**src/sv/lict_pkg.sv**
```systemverilog
// ---------------------------------------------------------------------------
// lict_pkg
// Shared types and register map of the local interrupt controller timer.
// ---------------------------------------------------------------------------
package lict_pkg;

    localparam int DataWidth = 32;
    localparam int OfsWidth  = 10;
    localparam int ReqWidth  = 2;

    // request codes
    localparam logic [ReqWidth-1:0] REQ_READ  = 2'd0;
    localparam logic [ReqWidth-1:0] REQ_WRITE = 2'd1;
    localparam logic [ReqWidth-1:0] REQ_TICK  = 2'd2;

    // register offsets
    localparam logic [OfsWidth-1:0] OFS_ID     = 10'h020;
    localparam logic [OfsWidth-1:0] OFS_VER    = 10'h030;
    localparam logic [OfsWidth-1:0] OFS_EOI    = 10'h0B0;
    localparam logic [OfsWidth-1:0] OFS_SVR    = 10'h0F0;
    localparam logic [OfsWidth-1:0] OFS_CMD_LO = 10'h300;
    localparam logic [OfsWidth-1:0] OFS_CMD_HI = 10'h310;
    localparam logic [OfsWidth-1:0] OFS_LVT    = 10'h320;
    localparam logic [OfsWidth-1:0] OFS_INIT   = 10'h380;
    localparam logic [OfsWidth-1:0] OFS_CUR    = 10'h390;
    localparam logic [OfsWidth-1:0] OFS_DIV    = 10'h3E0;

    // bit positions
    localparam int BIT_PERIODIC = 17;
    localparam int BIT_MASKED   = 16;
    localparam int BIT_BUSY     = 12;
    localparam int BIT_SWENABLE = 8;

    // configuration register indexes
    localparam logic CFG_CONTROLLER_ID  = 1'b0;
    localparam logic CFG_VERSION_NUMBER = 1'b1;

    localparam logic [7:0] VERSION_RESET = 8'd20;
    localparam logic [8:0] SVR_RESET     = 9'h0FF;

    typedef struct packed {
        logic [DataWidth-1:0] read_data;
        logic                 timer_irq;
        logic [7:0]           irq_vector;
        logic                 ipi_send;
        logic [7:0]           ipi_destination;
        logic [DataWidth-1:0] ipi_command;
        logic                 eoi_seen;
    } t_result;

endpackage

```
**src/sv/local_interrupt_controller_timer.sv**
```systemverilog
// Output: a result is registered in the output register or in the skid entry.
// Throughput: one item per cycle while o_in_stall is low; the timer and register update
// is a single pass of decode and one count decrement between state and result register.
// Reset: synchronous, active low; timer masked, one-shot, counts zero,
// spurious register 0xFF, version 20, no result pending.
// ---------------------------------------------------------------------------
// local_interrupt_controller_timer
// Timer and interprocessor-interrupt register block with APB configuration.
// ---------------------------------------------------------------------------
module local_interrupt_controller_timer #(
    parameter int COUNT_WIDTH = 32
) (
    input  logic        i_clk,
    input  logic        i_rst_n,

    input  logic        i_in_valid,
    output logic        o_in_stall,
    input  logic [1:0]  i_req_type,
    input  logic [9:0]  i_reg_offset,
    input  logic [31:0] i_write_data,

    output logic        o_out_valid,
    input  logic        i_out_stall,
    output logic [31:0] o_read_data,
    output logic        o_timer_irq,
    output logic [7:0]  o_irq_vector,
    output logic        o_ipi_send,
    output logic [7:0]  o_ipi_destination,
    output logic [31:0] o_ipi_command,
    output logic        o_eoi_seen,

    input  logic        psel,
    input  logic        penable,
    input  logic        pwrite,
    input  logic [2:0]  paddr,
    input  logic [31:0] pwdata,
    output logic [31:0] prdata,
    output logic        pready
);
    import lict_pkg::*;

    logic [7:0] r_ctrl_id;
    logic [7:0] r_version;
    logic       acc;
    logic       cfg_wr;
    t_result    core_res;
    t_result    out_res;

    assign pready = 1'b1;
    assign cfg_wr = psel && penable && pwrite;

    always_ff @(posedge i_clk) begin
        if (!i_rst_n) begin
            r_ctrl_id <= '0;
            r_version <= VERSION_RESET;
        end else if (cfg_wr) begin
            unique case (paddr[2])
                CFG_CONTROLLER_ID:  r_ctrl_id <= pwdata[7:0];
                CFG_VERSION_NUMBER: r_version <= pwdata[7:0];
                default: ;
            endcase
        end
    end

    assign prdata = (paddr[2] == CFG_CONTROLLER_ID) ? {24'd0, r_ctrl_id}
                                                     : {24'd0, r_version};

    assign acc = i_in_valid && !o_in_stall;

    lict_core #(
        .COUNT_WIDTH(COUNT_WIDTH)
    ) u_core (
        .i_clk            (i_clk),
        .i_rst_n          (i_rst_n),
        .i_acc            (acc),
        .i_req_type       (i_req_type),
        .i_reg_offset     (i_reg_offset),
        .i_write_data     (i_write_data),
        .i_controller_id  (r_ctrl_id),
        .i_version_number (r_version),
        .o_result         (core_res)
    );

    lict_out u_out (
        .i_clk    (i_clk),
        .i_rst_n  (i_rst_n),
        .i_acc    (acc),
        .i_result (core_res),
        .o_full   (o_in_stall),
        .o_valid  (o_out_valid),
        .i_stall  (i_out_stall),
        .o_result (out_res)
    );

    assign o_read_data       = out_res.read_data;
    assign o_timer_irq       = out_res.timer_irq;
    assign o_irq_vector      = out_res.irq_vector;
    assign o_ipi_send        = out_res.ipi_send;
    assign o_ipi_destination = out_res.ipi_destination;
    assign o_ipi_command     = out_res.ipi_command;
    assign o_eoi_seen        = out_res.eoi_seen;

endmodule

```
**src/sv/lict_core.sv**
```systemverilog
// ---------------------------------------------------------------------------
// lict_core
// Register state, decode and timer update; result is combinational from
// the current state and the item being accepted.
// ---------------------------------------------------------------------------
module lict_core #(
    parameter int COUNT_WIDTH = 32
) (
    input  logic                            i_clk,
    input  logic                            i_rst_n,
    input  logic                            i_acc,
    input  logic [lict_pkg::ReqWidth-1:0]   i_req_type,
    input  logic [lict_pkg::OfsWidth-1:0]   i_reg_offset,
    input  logic [lict_pkg::DataWidth-1:0]  i_write_data,
    input  logic [7:0]                      i_controller_id,
    input  logic [7:0]                      i_version_number,
    output lict_pkg::t_result               o_result
);
    import lict_pkg::*;

    logic [7:0]             r_lvt_vector,    n_lvt_vector;
    logic                   r_lvt_masked,    n_lvt_masked;
    logic                   r_lvt_periodic,  n_lvt_periodic;
    logic [COUNT_WIDTH-1:0] r_initial_count, n_initial_count;
    logic [COUNT_WIDTH-1:0] r_current_count, n_current_count;
    logic [3:0]             r_divide_code,   n_divide_code;
    logic [6:0]             r_prescale,      n_prescale;
    logic [8:0]             r_spurious,      n_spurious;
    logic [7:0]             r_icr_dest,      n_icr_dest;
    logic [31:0]            r_icr_low,       n_icr_low;
    logic                   r_busy,          n_busy;

    logic [2:0]             div_idx;
    logic [7:0]             ratio;
    logic [7:0]             pre_next;
    logic [COUNT_WIDTH-1:0] cnt_dec;
    logic [31:0]            cmd_rd;

    assign div_idx  = {r_divide_code[3], r_divide_code[1:0]};
    assign ratio    = (div_idx == 3'd7) ? 8'd1 : (8'd2 << div_idx);
    assign pre_next = {1'b0, r_prescale} + 8'd1;
    assign cnt_dec  = r_current_count - COUNT_WIDTH'(1);

    always_comb begin
        cmd_rd           = r_icr_low;
        cmd_rd[BIT_BUSY] = r_busy;
    end

    always_comb begin
        n_lvt_vector    = r_lvt_vector;
        n_lvt_masked    = r_lvt_masked;
        n_lvt_periodic  = r_lvt_periodic;
        n_initial_count = r_initial_count;
        n_current_count = r_current_count;
        n_divide_code   = r_divide_code;
        n_prescale      = r_prescale;
        n_spurious      = r_spurious;
        n_icr_dest      = r_icr_dest;
        n_icr_low       = r_icr_low;
        n_busy          = r_busy;
        o_result        = '0;

        unique case (i_req_type)
            REQ_READ: begin
                unique case (i_reg_offset)
                    OFS_ID:     o_result.read_data = {i_controller_id, 24'd0};
                    OFS_VER:    o_result.read_data = {24'd0, i_version_number};
                    OFS_SVR:    o_result.read_data = {23'd0, r_spurious};
                    OFS_CMD_LO: o_result.read_data = cmd_rd;
                    OFS_CMD_HI: o_result.read_data = {r_icr_dest, 24'd0};
                    OFS_LVT:    o_result.read_data = {14'd0, r_lvt_periodic, r_lvt_masked,
                                                      8'd0, r_lvt_vector};
                    OFS_INIT:   o_result.read_data = 32'(r_initial_count);
                    OFS_CUR:    o_result.read_data = 32'(r_current_count);
                    OFS_DIV:    o_result.read_data = {28'd0, r_divide_code};
                    default:    o_result.read_data = '0;
                endcase
            end
            REQ_WRITE: begin
                unique case (i_reg_offset)
                    OFS_EOI: o_result.eoi_seen = 1'b1;
                    OFS_SVR: n_spurious = i_write_data[8:0];
                    OFS_CMD_LO: begin
                        n_icr_low           = i_write_data;
                        n_icr_low[BIT_BUSY] = 1'b0;
                        n_busy              = 1'b1;
                        o_result.ipi_send        = 1'b1;
                        o_result.ipi_destination = r_icr_dest;
                        o_result.ipi_command     = i_write_data;
                    end
                    OFS_CMD_HI: n_icr_dest = i_write_data[31:24];
                    OFS_LVT: begin
                        n_lvt_vector   = i_write_data[7:0];
                        n_lvt_masked   = i_write_data[BIT_MASKED];
                        n_lvt_periodic = i_write_data[BIT_PERIODIC];
                    end
                    OFS_INIT: begin
                        n_initial_count = i_write_data[COUNT_WIDTH-1:0];
                        n_current_count = i_write_data[COUNT_WIDTH-1:0];
                        n_prescale      = '0;
                    end
                    OFS_DIV: n_divide_code = {i_write_data[3], 1'b0, i_write_data[1:0]};
                    default: ;
                endcase
            end
            REQ_TICK: begin
                n_busy = 1'b0;
                if (r_current_count != '0) begin
                    if (pre_next >= ratio) begin
                        n_prescale      = '0;
                        n_current_count = cnt_dec;
                        if (cnt_dec == '0) begin
                            if (!r_lvt_masked && r_spurious[BIT_SWENABLE]) begin
                                o_result.timer_irq  = 1'b1;
                                o_result.irq_vector = r_lvt_vector;
                            end
                            if (r_lvt_periodic)
                                n_current_count = r_initial_count;
                        end
                    end else begin
                        // next stays below ratio, which is at most 128
                        n_prescale = pre_next[6:0];
                    end
                end
            end
            default: ;
        endcase
    end

    always_ff @(posedge i_clk) begin
        if (!i_rst_n) begin
            r_lvt_vector    <= '0;
            r_lvt_masked    <= 1'b1;
            r_lvt_periodic  <= 1'b0;
            r_initial_count <= '0;
            r_current_count <= '0;
            r_divide_code   <= '0;
            r_prescale      <= '0;
            r_spurious      <= SVR_RESET;
            r_icr_dest      <= '0;
            r_icr_low       <= '0;
            r_busy          <= 1'b0;
        end else if (i_acc) begin
            r_lvt_vector    <= n_lvt_vector;
            r_lvt_masked    <= n_lvt_masked;
            r_lvt_periodic  <= n_lvt_periodic;
            r_initial_count <= n_initial_count;
            r_current_count <= n_current_count;
            r_divide_code   <= n_divide_code;
            r_prescale      <= n_prescale;
            r_spurious      <= n_spurious;
            r_icr_dest      <= n_icr_dest;
            r_icr_low       <= n_icr_low;
            r_busy          <= n_busy;
        end
    end

endmodule

```
**src/sv/lict_out.sv**
```systemverilog
// ---------------------------------------------------------------------------
// lict_out
// Result register with one skid entry, so an item is taken while a result
// waits at the output.
// ---------------------------------------------------------------------------
module lict_out (
    input  logic              i_clk,
    input  logic              i_rst_n,
    input  logic              i_acc,
    input  lict_pkg::t_result i_result,
    output logic              o_full,
    output logic              o_valid,
    input  logic              i_stall,
    output lict_pkg::t_result o_result
);
    import lict_pkg::*;

    logic    r_out_valid;
    logic    r_skid_valid;
    t_result r_out;
    t_result r_skid;
    logic    out_free;

    assign out_free = !r_out_valid || !i_stall;
    assign o_full   = r_skid_valid;
    assign o_valid  = r_out_valid;
    assign o_result = r_out;

    always_ff @(posedge i_clk) begin
        if (!i_rst_n) begin
            r_out_valid  <= 1'b0;
            r_skid_valid <= 1'b0;
        end else if (out_free) begin
            // skid full means no item was accepted this cycle
            if (r_skid_valid) begin
                r_out        <= r_skid;
                r_out_valid  <= 1'b1;
                r_skid_valid <= 1'b0;
            end else if (i_acc) begin
                r_out        <= i_result;
                r_out_valid  <= 1'b1;
            end else begin
                r_out_valid  <= 1'b0;
            end
        end else if (i_acc) begin
            r_skid       <= i_result;
            r_skid_valid <= 1'b1;
        end
    end

endmodule
```
**config.mk**
```make
export PLATFORM = sky130hd
export DESIGN_NAME = local_interrupt_controller_timer
export DESIGN_NICKNAME = d
export VERILOG_FILES = /design/src/sv/lict_pkg.sv /design/src/sv/local_interrupt_controller_timer.sv /design/src/sv/lict_core.sv /design/src/sv/lict_out.sv
export SDC_FILE = /design/constraint.sdc
export NUM_CORES = 1
export LEC_CHECK = 0
export ABC_AREA = 1
export BUFFER_PORTS_ARGS = -buffer_cell sky130_fd_sc_hd__clkbuf_2
export CORE_MARGIN = 4
export CORE_UTILIZATION = 50
export DETAILED_ROUTE_END_ITERATION = 7
export GPL_TIMING_DRIVEN = 0
export HOLD_SLACK_MARGIN = 0.03
export PLACE_DENSITY = 0.77
export SLEW_MARGIN = 40
export SYNTH_ARGS = -nofsm -noshare
export SYNTH_HDL_FRONTEND = slang
export SYNTH_SLANG_ARGS = --single-unit
```
**constraint.sdc**
```tcl
create_clock -name i_clk -period 5.33 [get_ports i_clk]
set_clock_uncertainty 0.2 [all_clocks]
set_input_delay 0.2665 -clock i_clk [delete_from_list [all_inputs] [get_ports i_clk]]
set_output_delay 0.2665 -clock i_clk [all_outputs]
set_load 0.03 [all_outputs]
```
# [Word level (Yosys, flattened, before mapping)]
# Index checks and enable logic that the tools add are counted.
[op_classes] addsub=2 multipliers=0 div=0 n_lt_le_gt_ge=1 n_eq_ne=17 shift=1 mux=28 n_bitwise=3 n_reduce_logical=28
[op_table] op="32-bit case mux with 9 select lines" n=1
[op_table] op="32-bit 2-to-1 mux" n=6
[op_table] op="83-bit 2-to-1 mux" n=2
[op_table] op="32-bit case mux with 2 select lines" n=1
[op_table] op="10-bit == test (second input constant)" n=6
[op_table] op="9-bit 2-to-1 mux" n=5
[op_table] op="42-bit 2-to-1 mux" n=1
[op_table] op="41-bit 2-to-1 mux" n=1
[op_table] op="32-bit zero test" n=1
[op_table] op="32-bit nonzero test" n=1
[op_table] op="32-bit by 1-bit subtractor with 32-bit output (second input constant)" n=1
[op_table] op="3-bit AND reduction" n=9
[op_table] op="7-bit 2-to-1 mux" n=3
[op_table] op="10-bit by 6-bit == test with 1-bit output (second input constant)" n=2
[op_table] op="10-bit by 8-bit == test with 1-bit output (second input constant)" n=2
[op_table] op="8-bit 2-to-1 mux" n=2
[op_table] op="7-bit case mux with 2 select lines" n=1
[op_table] op="7-bit by 1-bit adder with 8-bit output (second input constant)" n=1
[op_table] op="8-bit >= comparator" n=1
[op_table] op="2-bit by 3-bit left shift with 8-bit output (first input constant)" n=1
[op_table] op="5-bit AND reduction" n=1
[op_table] op="1-bit logical AND" n=4
[op_table] op="1-bit zero test" n=4
[op_table] op="1-bit 2-to-1 mux" n=4
[op_table] op="other kinds (13)" n=19
[totals] regBits=317 latchBits=0 ram_bits=0 rom_bits=0 input_bits=86 memories=0

# [Logic depth before layout (Yosys ltp)]
# Gate-level depths: netlist (run 1).
[depth] ltp_word=9 depth_mapped=18 mapped_depth_nobuf=17

# [By module]
# From an unflattened synthesis (run 1), not the netlist that was laid out.
[unflattened] cells_unflattened=2015 area_unflattened_um2=16002.8
[by_module_without_submodules] module="lict_core" instances=1 cells_each=1418 area_each_um2=8799.7 seq_area_each_um2=2662.6
[by_module_without_submodules] module="lict_out" instances=1 cells_each=444 area_each_um2=6207.2 seq_area_each_um2=5024.8
[by_module_without_submodules] module="local_interrupt_controller_timer" instances=1 cells_each=153 area_each_um2=996.0 seq_area_each_um2=320.3

# [Least setup slack after synthesis (run 1)]
# No wires, ideal clock.
[synth_path] path_kind="input-to-reg" startpoint="input i_rst_n" endpoint="register u_out.r_skid[0] in the netlist's numbering (enable)" setup_ps=525 arrival_time_ps=4602 required_ps=4605 path_slack_ps=3 cell_stages=5 path_buffers=3 path_cell_list="clkbuf_1 > clkbuf_1 > clkbuf_1 > nand2_1 > nor2_1"
[synth_via] elab_chain_len=1
[synth_rtl] element="from (decl)" line="local_interrupt_controller_timer.sv:14" rtl="input logic i_rst_n,"
[synth_rtl] element="3-bit AND reduction (no source line)"
[synth_rtl] element="to (signal assigned)" line="lict_out.sv:46" rtl="r_skid <= i_result;"
[synth_rtl] element="to (decl)" line="lict_out.sv:21" rtl="t_result r_skid;"
# Every way passes these cells.
# A chain may end at the register's enable or synchronous reset.

==> results of run 1 <==
==> worst max path at each step <==
stage | start | end | slack (ns) | depth (start not counted)
after floorplan | i_rst_n | u_out.r_skid[0]$_DFFE_PP_ | 0.003 | 5
after global placement | i_rst_n | u_out.r_skid[69]$_DFFE_PP_ | -2.66 | 5
after detailed placement | i_reg_offset[3] | u_out.o_result[59]$_DFFE_PP_ | 1.80 | 12
after CTS | u_core.r_current_count[0]$_SDFFE_PN0P_ | u_out.r_skid[47]$_DFFE_PP_ | 2.03 | 12
after global routing | u_core.r_prescale[0]$_SDFFE_PN0P_ | u_out.r_skid[42]$_DFFE_PP_ | 1.71 | 12
final | u_core.r_current_count[0]$_SDFFE_PN0P_ | u_out.r_skid[43]$_DFFE_PP_ | 1.99 | 12
==> routing by layer <==
layer,global-route usage [%],part of all wire [%],vias up
met3,5.98,9.4,128
met1,42.2,42,7046
met4,11.2,3.6,0
met2,50.1,45,827
met5,0,0,-
li1,-,-,7107
==> state kept, by name, summed over array words and instances (netlist names) <==
register	flops
u_core.r_spurious	9
r_ctrl_id	8
u_core.r_busy	1
u_core.r_initial_count	32
u_core.r_lvt_vector	8
u_core.r_lvt_periodic	1
u_out.o_result	83
u_out.o_full	1
u_core.r_divide_code	3
u_core.r_lvt_masked	1
u_core.r_prescale	7
r_version	8
u_core.r_current_count	32
u_core.r_icr_dest	8
u_out.r_skid	83
u_out.o_valid	1
u_core.r_icr_low	31
==> timing repair <==
item	4_1_cts	5_1_grt
hold endpoints to repair	175	0
setup buffers	0	0
hold buffers	45	0
endpoints found under the setup margin	0	0
==> placed cells by master, fill, tap and decap left out, types with 7 or more instances in the layout <==
| master | count |
|---|---|
| xor2_1 | 7 |
| nor2_1 | 236 |
| conb_1 | 25 |
| nor2_2 | 16 |
| o211ai_1 | 9 |
| nor2_4 | 10 |
| o21ai_0 | 148 |
| inv_2 | 8 |
| o221ai_1 | 10 |
| dlygate4sd3_1 | 45 |
| edfxtp_1 | 166 |
| clkinv_1 | 9 |
| clkbuf_16 | 35 |
| nor3_1 | 15 |
| inv_1 | 221 |
| dfxtp_1 | 151 |
| buf_2 | 15 |
| o21ai_1 | 18 |
| clkbuf_2 | 153 |
| a211oi_1 | 8 |
| clkbuf_1 | 70 |
| a21oi_1 | 183 |
| nand3_1 | 56 |
| mux2_2 | 15 |
| nand2_1 | 472 |
| ha_1 | 11 |
| o22ai_1 | 39 |
| buf_4 | 32 |
| nand4_1 | 51 |
==> report_power, final <==
part	switching, mW	internal (mW)	leakage, nW
Combinational	0.706	0.282	4.56
Clock	0.996	1.30	0.522
Sequential	0.0359	2.62	2.74
Total	1.74	4.20	7.82
==> worst max-delay path, stage by stage, from the launching register on <==
cell	delay (ns)
dfxtp_1	0.34
inv_2	0.13
ha_1	0.23
nand2_1	0.14
nor2_1	0.41
nand3_1	0.14
nand2_1	0.08
nand2_1	0.11
nor3_1	0.39
nand3_1	0.20
nor2_1	0.26
nand3_1	0.35
nor2_1	0.20
==> logic make-up after synthesis <==
group | share of synthesized area (%)
AND/OR/NAND/NOR | 22.8
flip-flops | 50.8
AO/OA/AOI/OAI | 14.6
XOR/XNOR | 0.445
multiplexers | 1.14
buffers and inverters | 9.33
other | 0.0477
adder cells (fa/ha/maj) | 0.874
==> layout make-up <==
| cell class | count | area (µm²) |
|---|---|---|
| well taps | 396 | 495 |
| multi-input cells | 1348 | 6370 |
| inverters | 231 | 867 |
| clock inverters | 18 | 120 |
| repair buffers | 204 | 1350 |
| flip-flops and latches | 317 | 8010 |
| fillers | 2734 | 12100 |
| plain buffers | 120 | 607 |
| diodes | 1 | 2.50 |
| clock buffers | 44 | 940 |
==> impl_metrics.env, run 1 <==
export IMPL_dr_pass1_iters=6
export IMPL_hold_slack_ns=0.0543
export IMPL_synth_flop_cell="edfxtp_1"
export IMPL_core_rowCount=64
export IMPL_start_util_pct=51.1
export IMPL_io_buffers=151
export IMPL_hpwl_mm=40.5
export IMPL_status="finished, final reports clean"
export IMPL_hold_path_startpoint="i_req_type[0]"
export IMPL_cts_sinks=317
export IMPL_htree_num_levels=2
export IMPL_yosys_warnings=0
export IMPL_overflow=0
export IMPL_post_route_period_util_pct=62.7
export IMPL_drive_above_1_share_pct=13.7
export IMPL_fin_total_pwr_mw=5.94
export IMPL_drc_errors=0
export IMPL_final_core_util_pct=60.9
export IMPL_power_per_cell_area_nw_per_um2=316
export IMPL_hold_end="u_out.r_skid[41]$_DFFE_PP_"
export IMPL_worstSetupEndpointType="flop"
export IMPL_grt_use_total_pct=31.1
export IMPL_synth_area_leaders="edfxtp_1, dfxtp_1, nand2_1"
export IMPL_avgSynthCellArea_um2=7.90
export IMPL_die_area_um2=34400
export IMPL_crit_type="flop to flop"
export IMPL_max_freq_mhz=299
export IMPL_grt_pass1_vias=14300
export IMPL_p_leak_nw=7.82
export IMPL_drt_iter0_markers=1546
export IMPL_placed_cells=2571
export IMPL_gp_congestion=1.00
export IMPL_finalMaxSlewViolations=0
export IMPL_cts_tree="built"
export IMPL_arrival_ns=3.51
export IMPL_area_growth_pct=19.1
export IMPL_dp_slack_ns=1.80
export IMPL_yosysTopAreaCell="edfxtp_1"
export IMPL_nets=2354
export IMPL_hp_class="input pin to flop"
export IMPL_chipHeight_um=185
export IMPL_hold_path_cell_count=3
export IMPL_vdd_drop_max_v=0.000307
export IMPL_cp_max_fo=9
export IMPL_finalSetupViolations=0
export IMPL_cp_data_required_time_ns=5.50
export IMPL_synth_edff_count=166
export IMPL_async_flop_share_pct=0
export IMPL_cts_buffer_depth=3
export IMPL_fin_crit_ns=3.34
export IMPL_worst_slack_ns=1.99
export IMPL_core_area_um2=30800
export IMPL_dieWidth_um=185
export IMPL_max_slew_margin_rel_pct=39.1
export IMPL_yosysMostFrequentCell="nand2_1"
export IMPL_synth_top_area_share_pct=31.7
export IMPL_reg2reg_from="u_core.r_current_count[0]$_SDFFE_PN0P_"
export IMPL_syn_inst=1993
export IMPL_cts_resized=0
export IMPL_clkLatencyLatePin_ns=0.52
export IMPL_synth_commonest_cells="nand2_1, nor2_1, inv_1"
export IMPL_layout_cells_non_filler=2679
export IMPL_fin_tns_setup_ns=0
export IMPL_wirelength_mm=54.6
export IMPL_reg2reg_to="u_out.r_skid[43]$_DFFE_PP_"
export IMPL_avgViaCountPerCell=5.64
export IMPL_maxCapViolations=0
export IMPL_r2r_cells=12
export IMPL_antenna_found_initial=0
export IMPL_num_vias=15100
export IMPL_grt_pass1_wl_mm=82.6
export IMPL_hold_violations=0
export IMPL_ios=204
export IMPL_rsz0062_at_grt="no"
export IMPL_cts_root_buf="clkbuf_16"
export IMPL_ys_seq_area_share_pct=50.8
export IMPL_netlist_area_um2=15700
export IMPL_synth_seq_cells=317
export IMPL_wl_per_cell_um=20.4
export IMPL_ant_nets=0
export IMPL_reg2reg_slack_ns=1.99
export IMPL_final_area_um2=18800
export IMPL_grt_max_degree=23
export IMPL_clkTransAtPathRegs_ns=0.07
export IMPL_placed_area_um2=17300
export IMPL_synth_cell_type_count=42
export IMPL_tightest_slew_ns=0.914
export IMPL_cts_inserted_buffers=35
export IMPL_startpoint_type="flop"
No activity file was read; power rests on OpenSTA's default activity.
==> run 2, diff against run 1 <==
==> constraint.sdc (replaced) <==
create_clock -name i_clk -period 2.93 [get_ports i_clk]
set_clock_uncertainty 0.2 [all_clocks]
set_input_delay 0.1465 -clock i_clk [delete_from_list [all_inputs] [get_ports i_clk]]
set_output_delay 0.1465 -clock i_clk [all_outputs]
set_load 0.03 [all_outputs]
==> run 2 against run 1 <==
Compared with the run above: cell area rose by 3.6%; largest cell class unchanged; global-route usage barely moved; total power rose by 87%; first-iteration DRC count rose by 15%; sequential power rose by 82%; non-clock buffer count rose by 37; setup slack got worse by 1.9 ns; critical path type unchanged; maximum frequency rose by 16%; sequential share of layout area fell by 1.4 points; largest power group unchanged.
==> impl_metrics.env, run 2 (same netlist as run 1, synthesis figures left out) <==
export IMPL_status="finished, final reports clean"
export IMPL_max_freq_mhz=347
export IMPL_final_common_cell="nand2_1"
export IMPL_comb_power_share_pct=18.0
export IMPL_grt_use_total_pct=31.1
export IMPL_wl_per_cell_um=20.5
export IMPL_fin_total_pwr_mw=11.1
export IMPL_dieWidth_um=185
export IMPL_sw_frac_of_total_pct=29.5
export IMPL_area_growth_pct=23.5
export IMPL_core_area_um2=30800
export IMPL_fin_crit_ns=2.88
export IMPL_clkTransAtPathRegs_ns=0.06
export IMPL_die_area_um2=34400
export IMPL_hp_class="input pin to flop"
export IMPL_post_route_period_util_pct=98.4
export IMPL_core_rowCount=64
export IMPL_start_util_pct=51.1
export IMPL_cp_cell_sequence="inv_2 -> nand2_1 -> nor2_1 -> inv_1 -> nor2_2 -> buf_2 -> o21ai_0 -> a21oi_1"
export IMPL_cts_sinks=317
export IMPL_crit_type="flop to flop"
export IMPL_clkLatencyLatePin_ns=0.53
export IMPL_dp_slack_ns=-0.540
export IMPL_cp_max_fo=10
export IMPL_htree_num_levels=2
export IMPL_vdd_drop_max_v=0.000368
export IMPL_cts_tree="built"
export IMPL_hpwl_mm=40.1
export IMPL_tightest_slew_ns=0.862
export IMPL_cts_inserted_buffers=35
export IMPL_max_slew_margin_rel_pct=42.5
export IMPL_ant_nets=0
export IMPL_wirelength_mm=55.6
export IMPL_num_vias=15500
export IMPL_worst_slack_ns=0.0459
export IMPL_maxCapViolations=0
export IMPL_antenna_found_initial=1
export IMPL_hold_violations=0
export IMPL_avgViaCountPerCell=5.70
export IMPL_drc_errors=0
export IMPL_critical_path_top_delay_family="simple AND/OR/NAND/NOR gates"
export IMPL_diodes=0
export IMPL_grt_max_degree=23
export IMPL_dr_pass1_iters=5
export IMPL_clockPowerShare_pct=38.4
export IMPL_grt_pass1_vias=14500
export IMPL_cts_root_buf="clkbuf_16"
export IMPL_arrival_ns=3.14
export IMPL_seqPwrFrac_pct=43.6
export IMPL_cp_data_required_time_ns=3.19
export IMPL_drt_iter0_markers=1780
export IMPL_placed_cells=2571
export IMPL_cts_buffer_depth=3
export IMPL_gp_congestion=0.985
export IMPL_finalSetupViolations=0
export IMPL_power_per_cell_area_nw_per_um2=570
export IMPL_p_leak_nw=8.09
export IMPL_grt_pass1_wl_mm=82.5
export IMPL_slowest_stage="nor2_2"
export IMPL_finalMaxSlewViolations=0
export IMPL_layout_cells_non_filler=2717
export IMPL_p_int_mw=7.81
export IMPL_overflow=0
export IMPL_worstSetupEndpointType="flop"
export IMPL_chipHeight_um=185
export IMPL_io_buffers=151
export IMPL_path_buf_inv=3
export IMPL_drive_above_1_share_pct=16.4
export IMPL_most_common_layout_cells="nand2_1, nor2_1, inv_1"
export IMPL_max_stage_delay_ns=0.48
export IMPL_ios=204
export IMPL_startpoint_type="flop"
export IMPL_p_switching_mw=3.26
export IMPL_nets=2391
[run 2: cell types whose count changed in the layout (fill, tap and decap cells not counted), moves of 4 or more]
cell	change
nand2_2	+5
nor2_1	-14
buf_2	-8
dlygate4sd3_1	+20
nand3_2	+4
buf_4	+18
nor2_4	+11
buf_6	+4
nand2_1	-6
nand3_1	-7
dfxtp_1	-4
clkbuf_1	-5
[run 2: layout make-up]
cell class              count  area, µm²
multi-input cells        1348       6640
clock buffers              42        955
repair buffers            242       1680
well taps                 396        495
inverters                 231        867
plain buffers             119        652
clock inverters            22        144
fillers                  2651      11400
flip-flops and latches    317       8020
[run 2: timing repair]
action,in CTS,in global routing
hold buffers,65,0
pin swaps,4,22
resized for setup,20,71
cloned,0,0
hold endpoints to repair,216,0
setup endpoints to repair,57,111
buffers inserted,3,14
[run 2: routing by layer]
metal / vias up / part of all wire, % / GRT usage, %
met5: - / 0.058 / 0
met4: 4 / 4.3 / 13.1
met3: 137 / 10 / 5.94
met2: 933 / 45 / 49.6
met1: 7220 / 40 / 41.7
li1: 7195 / - / -
[run 2: through the flow]
step | cell area (µm²) | TNS, ns | util, % | hold WS, ns
floorplan | 15900 | 0 | - | 0.0720
global placement | 17100 | -218.44 | 55.5 | 0.190
detailed placement | 17200 | -36.95 | 55.9 | 0.192
CTS | 19100 | 0 | 61.9 | 0.0554
global route | 19400 | -0.794 | 63.1 | 0.123
finish | 19400 | 0 | 63.1 | 0.0826
[run 2: tightest hold or removal path, cell delays in order]
cell and delay [ns]:
clkbuf_2 0.13, nand4_1 0.18, inv_1 0.08, nand2_1 0.14, a21oi_1 0.08
[run 2: power by group through the flow]
stage,logic [mW],clock network (mW),registers [mW]
after floorplan,1.07,0,5.00
after global placement,1.68,0,4.92
after detailed placement,1.71,0,4.92
after CTS,1.82,4.28,4.82
after global routing,2.16,4.46,4.83
final,1.99,4.26,4.83
[run 2: worst paths after layout]
path	startpoint	end	slack [ns]	cells after the start
max	u_out.o_full$_SDFFE_PP0P_	u_core.r_lvt_vector[6]$_SDFFE_PN0P_	0.05	8
min	i_reg_offset[6]	u_core.r_divide_code[1]$_SDFFE_PN0P_	0.08	5
max reg2reg	u_out.o_full$_SDFFE_PP0P_	u_core.r_lvt_vector[6]$_SDFFE_PN0P_	0.05	8
min reg2reg	u_core.r_icr_low[13]$_SDFFE_PN0P_	u_core.r_icr_low[13]$_SDFFE_PN0P_	0.25	2
